<file path="src/hdl/xcfd_pkg.sv">
// shared types and codes of the frame deframer
package xcfd_pkg;

  localparam int BYTE_W   = 8;
  localparam int LEN_W    = 7;
  localparam int STATUS_W = 3;
  localparam int CFG_IDX_W = 1;

  localparam logic [STATUS_W-1:0] ST_DATA      = 3'd0;
  localparam logic [STATUS_W-1:0] ST_EMPTY     = 3'd1;
  localparam logic [STATUS_W-1:0] ST_CHECK_ERR = 3'd2;
  localparam logic [STATUS_W-1:0] ST_BAD_TAIL  = 3'd3;
  localparam logic [STATUS_W-1:0] ST_TOO_BIG   = 3'd4;

  localparam logic [CFG_IDX_W-1:0] CFG_HEAD = 1'b0;
  localparam logic [CFG_IDX_W-1:0] CFG_TAIL = 1'b1;

  typedef struct packed {
    logic [STATUS_W-1:0] status;
    logic [LEN_W-1:0]    len;
  } cmd_t;

  typedef struct packed {
    logic             en;
    logic [LEN_W-1:0] addr;
    logic [BYTE_W-1:0] data;
  } mem_wr_t;

endpackage

</file>
<file path="src/hdl/xcfd_front.sv">
// front end: frame parser, payload write and command push
module xcfd_front #(
  parameter int MAX_PAYLOAD = 64
) (
  input  logic                    clk,
  input  logic                    rst_n,
  input  logic                    in_tvalid,
  output logic                    in_tready,
  input  logic [7:0]              in_tdata,
  input  logic [7:0]              head_byte,
  input  logic [7:0]              tail_byte,
  input  logic                    mem_busy,
  input  logic                    q_full,
  output logic                    q_push,
  output xcfd_pkg::cmd_t          q_cmd,
  output xcfd_pkg::mem_wr_t       mem_wr
);
  import xcfd_pkg::*;

  localparam logic [2:0] PH_HUNT  = 3'd0;
  localparam logic [2:0] PH_LEN   = 3'd1;
  localparam logic [2:0] PH_DATA  = 3'd2;
  localparam logic [2:0] PH_CHECK = 3'd3;
  localparam logic [2:0] PH_TAIL  = 3'd4;
  localparam logic [BYTE_W-1:0] MAX_B = BYTE_W'(MAX_PAYLOAD);

  logic [2:0]        phase_r, phase_nxt;
  logic [LEN_W-1:0]  len_r, len_nxt;
  logic [LEN_W-1:0]  cnt_r, cnt_nxt;
  logic [BYTE_W-1:0] xor_r, xor_nxt;
  logic [BYTE_W-1:0] chk_r, chk_nxt;
  logic              accept;

  assign in_tready = !q_full && !((phase_r == PH_DATA) && mem_busy);
  assign accept    = in_tvalid && in_tready;

  always_comb begin
    phase_nxt   = phase_r;
    len_nxt     = len_r;
    cnt_nxt     = cnt_r;
    xor_nxt     = xor_r;
    chk_nxt     = chk_r;
    q_push      = 1'b0;
    q_cmd       = '{status: ST_DATA, len: len_r};
    mem_wr.en   = 1'b0;
    mem_wr.addr = cnt_r;
    mem_wr.data = in_tdata;
    if (accept) begin
      case (phase_r)
        PH_LEN: begin
          if (in_tdata > MAX_B) begin
            q_push       = 1'b1;
            q_cmd.status = ST_TOO_BIG;
            phase_nxt    = PH_HUNT;
          end else begin
            len_nxt   = in_tdata[LEN_W-1:0];
            cnt_nxt   = '0;
            xor_nxt   = '0;
            phase_nxt = (in_tdata == '0) ? PH_CHECK : PH_DATA;
          end
        end
        PH_DATA: begin
          mem_wr.en = 1'b1;
          xor_nxt   = xor_r ^ in_tdata;
          cnt_nxt   = cnt_r + LEN_W'(1);
          if (cnt_nxt >= len_r) begin
            phase_nxt = PH_CHECK;
          end
        end
        PH_CHECK: begin
          chk_nxt   = in_tdata;
          phase_nxt = PH_TAIL;
        end
        PH_TAIL: begin
          q_push = 1'b1;
          if (in_tdata != tail_byte) begin
            q_cmd.status = ST_BAD_TAIL;
          end else if (chk_r != xor_r) begin
            q_cmd.status = ST_CHECK_ERR;
          end else if (len_r == '0) begin
            q_cmd.status = ST_EMPTY;
          end else begin
            q_cmd.status = ST_DATA;
          end
          phase_nxt = PH_HUNT;
        end
        default: begin
          phase_nxt = (in_tdata == head_byte) ? PH_LEN : PH_HUNT;
        end
      endcase
    end
  end

  always_ff @(posedge clk) begin
    if (!rst_n) begin
      phase_r <= PH_HUNT;
      len_r   <= '0;
      cnt_r   <= '0;
      xor_r   <= '0;
      chk_r   <= '0;
    end else begin
      phase_r <= phase_nxt;
      len_r   <= len_nxt;
      cnt_r   <= cnt_nxt;
      xor_r   <= xor_nxt;
      chk_r   <= chk_nxt;
    end
  end

endmodule

</file>
<file path="src/hdl/xcfd_queue.sv">
// two-entry command queue between front and back
module xcfd_queue (
  input  logic           clk,
  input  logic           rst_n,
  input  logic           push,
  input  xcfd_pkg::cmd_t push_cmd,
  input  logic           pop,
  output xcfd_pkg::cmd_t pop_cmd,
  output logic           not_empty,
  output logic           full
);
  import xcfd_pkg::*;

  cmd_t       slot_r [2];
  logic       wp_r, wp_nxt;
  logic       rp_r, rp_nxt;
  logic [1:0] cnt_r, cnt_nxt;
  logic       do_push, do_pop;

  assign full      = (cnt_r == 2'd2);
  assign not_empty = (cnt_r != 2'd0);
  assign do_push   = push && !full;
  assign do_pop    = pop && not_empty;
  assign pop_cmd   = slot_r[rp_r];

  always_comb begin
    wp_nxt  = do_push ? !wp_r : wp_r;
    rp_nxt  = do_pop ? !rp_r : rp_r;
    cnt_nxt = cnt_r + {1'b0, do_push} - {1'b0, do_pop};
  end

  always_ff @(posedge clk) begin
    if (do_push) begin
      slot_r[wp_r] <= push_cmd;
    end
  end

  always_ff @(posedge clk) begin
    if (!rst_n) begin
      wp_r  <= 1'b0;
      rp_r  <= 1'b0;
      cnt_r <= 2'd0;
    end else begin
      wp_r  <= wp_nxt;
      rp_r  <= rp_nxt;
      cnt_r <= cnt_nxt;
    end
  end

endmodule

</file>
<file path="src/hdl/xcfd_back.sv">
// back end: payload buffer, result sequencer and output register
module xcfd_back #(
  parameter int MAX_PAYLOAD = 64
) (
  input  logic                    clk,
  input  logic                    rst_n,
  input  logic                    q_valid,
  input  xcfd_pkg::cmd_t          q_cmd,
  output logic                    q_pop,
  input  xcfd_pkg::mem_wr_t       mem_wr,
  output logic                    busy,
  output logic                    out_tvalid,
  input  logic                    out_tready,
  output logic [7:0]              out_tdata,
  output logic                    out_tlast,
  output logic [2:0]              out_tuser
);
  import xcfd_pkg::*;

  localparam int AW = (MAX_PAYLOAD > 1) ? $clog2(MAX_PAYLOAD) : 1;
  localparam logic [1:0] B_IDLE = 2'd0;
  localparam logic [1:0] B_READ = 2'd1;
  localparam logic [1:0] B_EMIT = 2'd2;

  logic [BYTE_W-1:0] mem [MAX_PAYLOAD];
  logic [BYTE_W-1:0] rd_data_r;
  logic [1:0]        st_r, st_nxt;
  cmd_t              cmd_r, cmd_nxt;
  logic [LEN_W-1:0]  idx_r, idx_nxt;
  logic              ov_r, ov_nxt;
  logic [7:0]        od_r, od_nxt;
  logic              ol_r, ol_nxt;
  logic [2:0]        ou_r, ou_nxt;
  logic              load, single, is_last;

  assign busy       = (st_r != B_IDLE);
  assign q_pop      = q_valid && (st_r == B_IDLE);
  assign out_tvalid = ov_r;
  assign out_tdata  = od_r;
  assign out_tlast  = ol_r;
  assign out_tuser  = ou_r;

  always_ff @(posedge clk) begin
    if (mem_wr.en) begin
      mem[mem_wr.addr[AW-1:0]] <= mem_wr.data;
    end
    rd_data_r <= mem[idx_r[AW-1:0]];
  end

  always_comb begin
    single  = (cmd_r.status != ST_DATA);
    is_last = single || ((idx_r + LEN_W'(1)) == cmd_r.len);
    load    = (st_r == B_EMIT) && (!ov_r || out_tready);
    st_nxt  = st_r;
    cmd_nxt = cmd_r;
    idx_nxt = idx_r;
    ov_nxt  = ov_r && !out_tready;
    od_nxt  = od_r;
    ol_nxt  = ol_r;
    ou_nxt  = ou_r;
    case (st_r)
      B_IDLE: begin
        if (q_valid) begin
          cmd_nxt = q_cmd;
          idx_nxt = '0;
          st_nxt  = (q_cmd.status == ST_DATA) ? B_READ : B_EMIT;
        end
      end
      B_READ: begin
        st_nxt = B_EMIT;
      end
      B_EMIT: begin
        if (load) begin
          ov_nxt  = 1'b1;
          od_nxt  = single ? '0 : rd_data_r;
          ol_nxt  = is_last;
          ou_nxt  = cmd_r.status;
          idx_nxt = idx_r + LEN_W'(1);
          st_nxt  = is_last ? B_IDLE : B_READ;
        end
      end
      default: begin
        st_nxt = B_IDLE;
      end
    endcase
  end

  always_ff @(posedge clk) begin
    if (!rst_n) begin
      st_r <= B_IDLE;
      ov_r <= 1'b0;
    end else begin
      st_r <= st_nxt;
      ov_r <= ov_nxt;
    end
  end

  always_ff @(posedge clk) begin
    cmd_r <= cmd_nxt;
    idx_r <= idx_nxt;
    od_r  <= od_nxt;
    ol_r  <= ol_nxt;
    ou_r  <= ou_nxt;
  end

endmodule

</file>
<file path="src/hdl/xor_checked_frame_deframer_top.sv">
// Frame deframer for head, length, payload, xor check, tail frames. The front
// parser takes one received byte per cycle while hunting and for the length,
// check and tail bytes, as long as the command queue has room; payload bytes
// of a new frame are held off while the back end still drains an earlier
// frame from the shared payload buffer. After the tail byte the command goes
// through the command queue to the back end, which gives each payload result
// by a buffer read and then an output register load, holding the load while
// the output is not ready; an error or empty frame result goes straight to
// the output register load. A two-entry command queue lets the parser run
// ahead on short frames.
module xor_checked_frame_deframer_top #(
  parameter int MAX_PAYLOAD = 64
) (
  input  logic       clk,
  input  logic       rst_n,
  input  logic       in_tvalid,
  output logic       in_tready,
  input  logic [7:0] in_tdata,   // rx_byte
  output logic       out_tvalid,
  input  logic       out_tready,
  output logic [7:0] out_tdata,  // payload_byte
  output logic       out_tlast,
  output logic [2:0] out_tuser,  // status
  input  logic       cfg_wr_en,
  input  logic [xcfd_pkg::CFG_IDX_W-1:0] cfg_addr,
  input  logic [7:0] cfg_wdata
);
  import xcfd_pkg::*;

  logic [7:0] head_r, tail_r;
  logic       q_push, q_pop, q_not_empty, q_full, back_busy, mem_busy;
  cmd_t       push_cmd, pop_cmd;
  mem_wr_t    mem_wr;

  always_ff @(posedge clk) begin
    if (!rst_n) begin
      head_r <= '0;
      tail_r <= '0;
    end else if (cfg_wr_en) begin
      case (cfg_addr)
        CFG_HEAD: head_r <= cfg_wdata;
        CFG_TAIL: tail_r <= cfg_wdata;
        default: begin
        end
      endcase
    end
  end

  assign mem_busy = q_not_empty || back_busy;

  xcfd_front #(.MAX_PAYLOAD(MAX_PAYLOAD)) u_front (
    .clk       (clk),
    .rst_n     (rst_n),
    .in_tvalid (in_tvalid),
    .in_tready (in_tready),
    .in_tdata  (in_tdata),
    .head_byte (head_r),
    .tail_byte (tail_r),
    .mem_busy  (mem_busy),
    .q_full    (q_full),
    .q_push    (q_push),
    .q_cmd     (push_cmd),
    .mem_wr    (mem_wr)
  );

  xcfd_queue u_queue (
    .clk       (clk),
    .rst_n     (rst_n),
    .push      (q_push),
    .push_cmd  (push_cmd),
    .pop       (q_pop),
    .pop_cmd   (pop_cmd),
    .not_empty (q_not_empty),
    .full      (q_full)
  );

  xcfd_back #(.MAX_PAYLOAD(MAX_PAYLOAD)) u_back (
    .clk        (clk),
    .rst_n      (rst_n),
    .q_valid    (q_not_empty),
    .q_cmd      (pop_cmd),
    .q_pop      (q_pop),
    .mem_wr     (mem_wr),
    .busy       (back_busy),
    .out_tvalid (out_tvalid),
    .out_tready (out_tready),
    .out_tdata  (out_tdata),
    .out_tlast  (out_tlast),
    .out_tuser  (out_tuser)
  );

  a_no_write_while_drain: assert property (@(posedge clk) disable iff (!rst_n)
    mem_wr.en |-> !mem_busy) else $error("payload write during drain");

  a_no_push_when_full: assert property (@(posedge clk) disable iff (!rst_n)
    q_push |-> !q_full) else $error("command push into full queue");

  a_single_result_marked: assert property (@(posedge clk) disable iff (!rst_n)
    (out_tvalid && (out_tuser != ST_DATA)) |-> (out_tlast && (out_tdata == '0)))
    else $error("status result without last mark or with data");

endmodule
</file>
<file path="config.mk">
export PLATFORM = sky130hd
export DESIGN_NAME = xor_checked_frame_deframer_top
export DESIGN_NICKNAME = d
export VERILOG_FILES = /design/src/hdl/xcfd_pkg.sv /design/src/hdl/xcfd_front.sv /design/src/hdl/xcfd_queue.sv /design/src/hdl/xcfd_back.sv /design/src/hdl/xor_checked_frame_deframer_top.sv
export SDC_FILE = /design/constraint.sdc
export NUM_CORES = 1
export LEC_CHECK = 0
export CORE_ASPECT_RATIO = 1.1
export CORE_MARGIN = 2
export CORE_UTILIZATION = 25
export CTS_CLUSTER_SIZE = 28
export DETAILED_ROUTE_END_ITERATION = 7
export DONT_BUFFER_PORTS = 1
export PLACE_DENSITY_LB_ADDON = 0.12
export SYNTH_ARGS = -nofsm -noshare
export SYNTH_HDL_FRONTEND = slang
export SYNTH_SLANG_ARGS = --single-unit
export TNS_END_PERCENT = 30
</file>
<file path="constraint.sdc">
create_clock -name clk -period 3.56 [get_ports clk]
set_clock_uncertainty 0.1 [all_clocks]
set_input_delay 0.712 -clock clk [delete_from_list [all_inputs] [get_ports clk]]
set_output_delay 0.712 -clock clk [all_outputs]
set_load 0.02 [all_outputs]
</file>
==> impl_summary.md <==
CTS
The maximum number of buffers from clock root to sink is 3. The number of hold buffers added after CTS was 0. The number of H-tree branching levels is 3. The clock net in this run drives a total of 626 sinks. The tree is rooted in a sky130_fd_sc_hd__clkbuf_16. The clock-pin transition on the worst setup and hold timing paths is 0.06 ns.

After clock tree synthesis, the setup repair step added 0 buffers. The TritonCTS clock tree is yes. The total CTS buffers is 73. The insertion delay to the later sink of the worst-skew pair is 0.63 ns. In this run, post-CTS repair resized a total of 0 instances.

STA
The maximum frequency from static timing analysis is 0.3382 GHz. For the final routed database, the setup TNS stands at 0 ns. The final worst-path cycle share is 83.05%.

The final setup violation count is 0. For the pin with the worst max-slew slack, the measured transition is 1.097 ns. Setup repair after global routing left no endpoint under its margin. The worst slew slack as a fraction of its limit is 26.80%. Counting I/O delays and the setup requirement, the final critical path takes 2.956 ns. The count of pins over their slew limit came to 0. The final hold slack is 0.09688 ns.

The final number of hold-violating endpoints was 0.

Place
In this run the tool buffered the top-level ports with 0 buffer cells. The congestion estimate from routability-driven global placement came to 0.7320. The detailed placement HPWL is 43.87 mm. After detailed placement, the design holds a cell count of 2716.

Power
In this run the static leakage power is 0.009181 µW. The worst-case IR drop observed on VDD is 0.4164 mV. After layout, the design draws a total of 20480 µW. The power density relative to cell area is 701.4 mW/mm².

Detailed routing
The average wire per standard cell is 24.42 µm. For this run, the detailed router's first-pass iteration total came to 4. Dividing the detail-routed via count by the number of cells gives 4.515.

The violation count after the first detailed-routing iteration is 902. After detailed routing, the total wire length is 69.56 mm. The number of nets with antenna violations after detailed routing is 0.

The via total after detailed routing is 12860. For this run, design rule violations remaining after detail routing come to 0.

Finish
The register with the most flip-flops in the layout has 512 of them. After the flow finishes, the layout carries non-filler instances totaling 2848. The antenna diode instance count is 0.

The number of nets in the layout is 1533. At the end of the flow the core is filled with cells to 29.49%. The post-synthesis to final-layout area growth is 17.04%.

The share of final-layout standard cells stronger than drive strength 1 is 21.71%.

GRT
Entering global routing, the biggest net connects 75 pins. The initial antenna violation count is 3. The total congestion overflow after global routing is 0.

The first global-routing pass estimated 100.7 mm of wire. The combined global-route utilization of all metal layers is 13.70%. The number of global-route vias before repair is 13660.

Setup path
At the worst endpoint, the required time is 2.75 ns. Along the worst path, the maximum fanout reaches 11. The sort of element at the start of the critical path is a register. The worst setup path is captured at an output pin.

Data on the critical path arrives at its endpoint at 2.14 ns. The critical path class is reg2out.

Yosys
The leading area contributor after synthesis is sky130_fd_sc_hd__edfxtp_1. For this run, asynchronously set or reset flops after synthesis account for 0%. The fraction of post-synthesis cell area in the top cell type by area is 67.53%. The cell count after synthesis came out at 1403. A synthesized cell averages 17.78 µm². Counting instances in the post-synthesis netlist gives the leading cell types as sky130_fd_sc_hd__edfxtp_1, sky130_fd_sc_hd__nor2_1, sky130_fd_sc_hd__mux4_2. The number of distinct library cells after synthesis is 56. The cell area that synthesis handed to floorplanning was 0.02495 mm². Ranked by total cell area, the synthesized netlist is headed by sky130_fd_sc_hd__edfxtp_1, sky130_fd_sc_hd__mux4_2, sky130_fd_sc_hd__dfxtp_1.

The post-synthesis sequential area ratio is 72.74%. The basic-gate share of the synthesized area counting and, or, nand and nor cells is 6.099%. The leading cell type by number of instances after synthesis is sky130_fd_sc_hd__edfxtp_1. In the synthesized netlist, mux cells make up 14.10% of the area. After synthesis, the largest family of logic cells by area is multiplexers.

Counting flops with a built-in enable in the synthesized netlist gives 561. Synthesis produced a netlist with a net count of 1436. The xor and xnor fraction of the mapped netlist area is 1.545%. Synthesis inferred 626 register bits. The most used flip-flop cell after synthesis is sky130_fd_sc_hd__edfxtp_1.

The adder-cell area share of the yosys netlist is 0.5517%. During synthesis, Yosys emitted a total of 0 warnings. The synthesized netlist devotes 3.320% of its cell area to compound gates.

Floorplan
The core region is 0.09901 mm². The die extent in x is 305.2 µm. The vertical extent of the die is 335.3 µm. The area of the die is 0.1023 mm².

The number of core rows is 121. In this run the count of I/O pins placed on the die edge is 36. The initial utilization of the core area, before any placement, comes to 25.20%.

Run
The number of max-capacitance violations reported is 0.

Hold path
The type of the most critical hold path is in2reg.

Outcome
The run finished with clean final reports.
==> cell usage in the layout, fill, tap and decap left out, types with 3 or more instances in the layout <==
master and count:
sky130_fd_sc_hd__nand2_1 51, sky130_fd_sc_hd__mux2i_1 59, sky130_fd_sc_hd__o31ai_1 4, sky130_fd_sc_hd__buf_4 91, sky130_fd_sc_hd__nor4_1 5, sky130_fd_sc_hd__o21a_1 3, sky130_fd_sc_hd__a221oi_1 12, sky130_fd_sc_hd__dfxtp_1 65
sky130_fd_sc_hd__ha_1 11, sky130_fd_sc_hd__xnor2_1 34, sky130_fd_sc_hd__or4_1 6, sky130_fd_sc_hd__o21ai_0 19, sky130_fd_sc_hd__or3_1 13, sky130_fd_sc_hd__nor4_4 3, sky130_fd_sc_hd__nand3_1 34, sky130_fd_sc_hd__nand2b_1 17
sky130_fd_sc_hd__xor2_1 10, sky130_fd_sc_hd__a32oi_1 3, sky130_fd_sc_hd__clkinv_2 10, sky130_fd_sc_hd__and2_1 13, sky130_fd_sc_hd__o211ai_1 9, sky130_fd_sc_hd__nor2_1 128, sky130_fd_sc_hd__mux4_2 125, sky130_fd_sc_hd__buf_12 8
sky130_fd_sc_hd__a21oi_1 40, sky130_fd_sc_hd__clkinv_1 7, sky130_fd_sc_hd__o22ai_1 13, sky130_fd_sc_hd__inv_6 5, sky130_fd_sc_hd__a22oi_1 11, sky130_fd_sc_hd__nand4_1 10, sky130_fd_sc_hd__clkbuf_16 74, sky130_fd_sc_hd__mux2_2 9
sky130_fd_sc_hd__nor2b_1 10, sky130_fd_sc_hd__clkbuf_1 34, sky130_fd_sc_hd__nor3_1 4, sky130_fd_sc_hd__inv_1 14, sky130_fd_sc_hd__edfxtp_1 561
==> critical path, cell delays in order (launching register included) <==
cell and delay (ns):
sky130_fd_sc_hd__dfxtp_1 0.50, sky130_fd_sc_hd__or3b_2 0.57, sky130_fd_sc_hd__nor2_1 0.26, sky130_fd_sc_hd__a21oi_1 0.20
==> kinds of logic after synthesis <==
logic type	Yosys count
flops	626
simple gates	311
mux	194
compound gates	126
buf+inv	91
xor+xnor	44
fa+ha+maj	11
==> layout make-up <==
type / instances / area [µm²]
Multi-Input combinational cell: 686 / 6404
Clock buffer: 108 / 1979
Timing Repair Buffer: 99 / 843.3
Sequential cell: 626 / 18150
Tap cell: 1291 / 1615
Inverter: 14 / 52.55
Fill cell: 9811 / 69810
Clock inverter: 24 / 156.4
==> through the flow <==
step                      setup slack (ns)  instance area [µm²]
after global routing                0.4560                29200
final                               0.6035                29200
after floorplan                     0.6638                24950
after global placement              0.7206                27060
after detailed placement            0.7196                27060
after CTS                           0.5397                29200
==> final timing paths <==
kind | from | endpoint | slack [ns] | cells after the start
min | in_tdata[7] | u_back.mem[9][7]$_DFFE_PP_ | 0.1 | 0
max | u_front.phase_r[1]$_SDFFE_PN0P_ | in_tready | 0.60 | 3
max reg2reg | u_back.idx_r[0]$_SDFFCE_PN0P_ | u_back.rd_data_r[2]$_DFF_P_ | 0.75 | 7
min reg2reg | tail_r[6]$_SDFFE_PN0P_ | tail_r[6]$_SDFFE_PN0P_ | 0.38 | 2
==> where the power goes <==
part / total, µW / internal, µW / switching, µW
Sequential: 8670 / 8290 / 376
Combinational: 4980 / 2180 / 2800
Clock: 6830 / 3870 / 2960
Total: 20500 / 14300 / 6130
==> metal layers <==
metal,track usage (%),wire length (µm),up-vias
li1,-,-,5765
met1,17.40,30120,6729
met2,22.98,34020,253
met3,2.727,3120,111
met4,5.387,2292,2
met5,0,12,-
(Power assumes the default switching activity.)
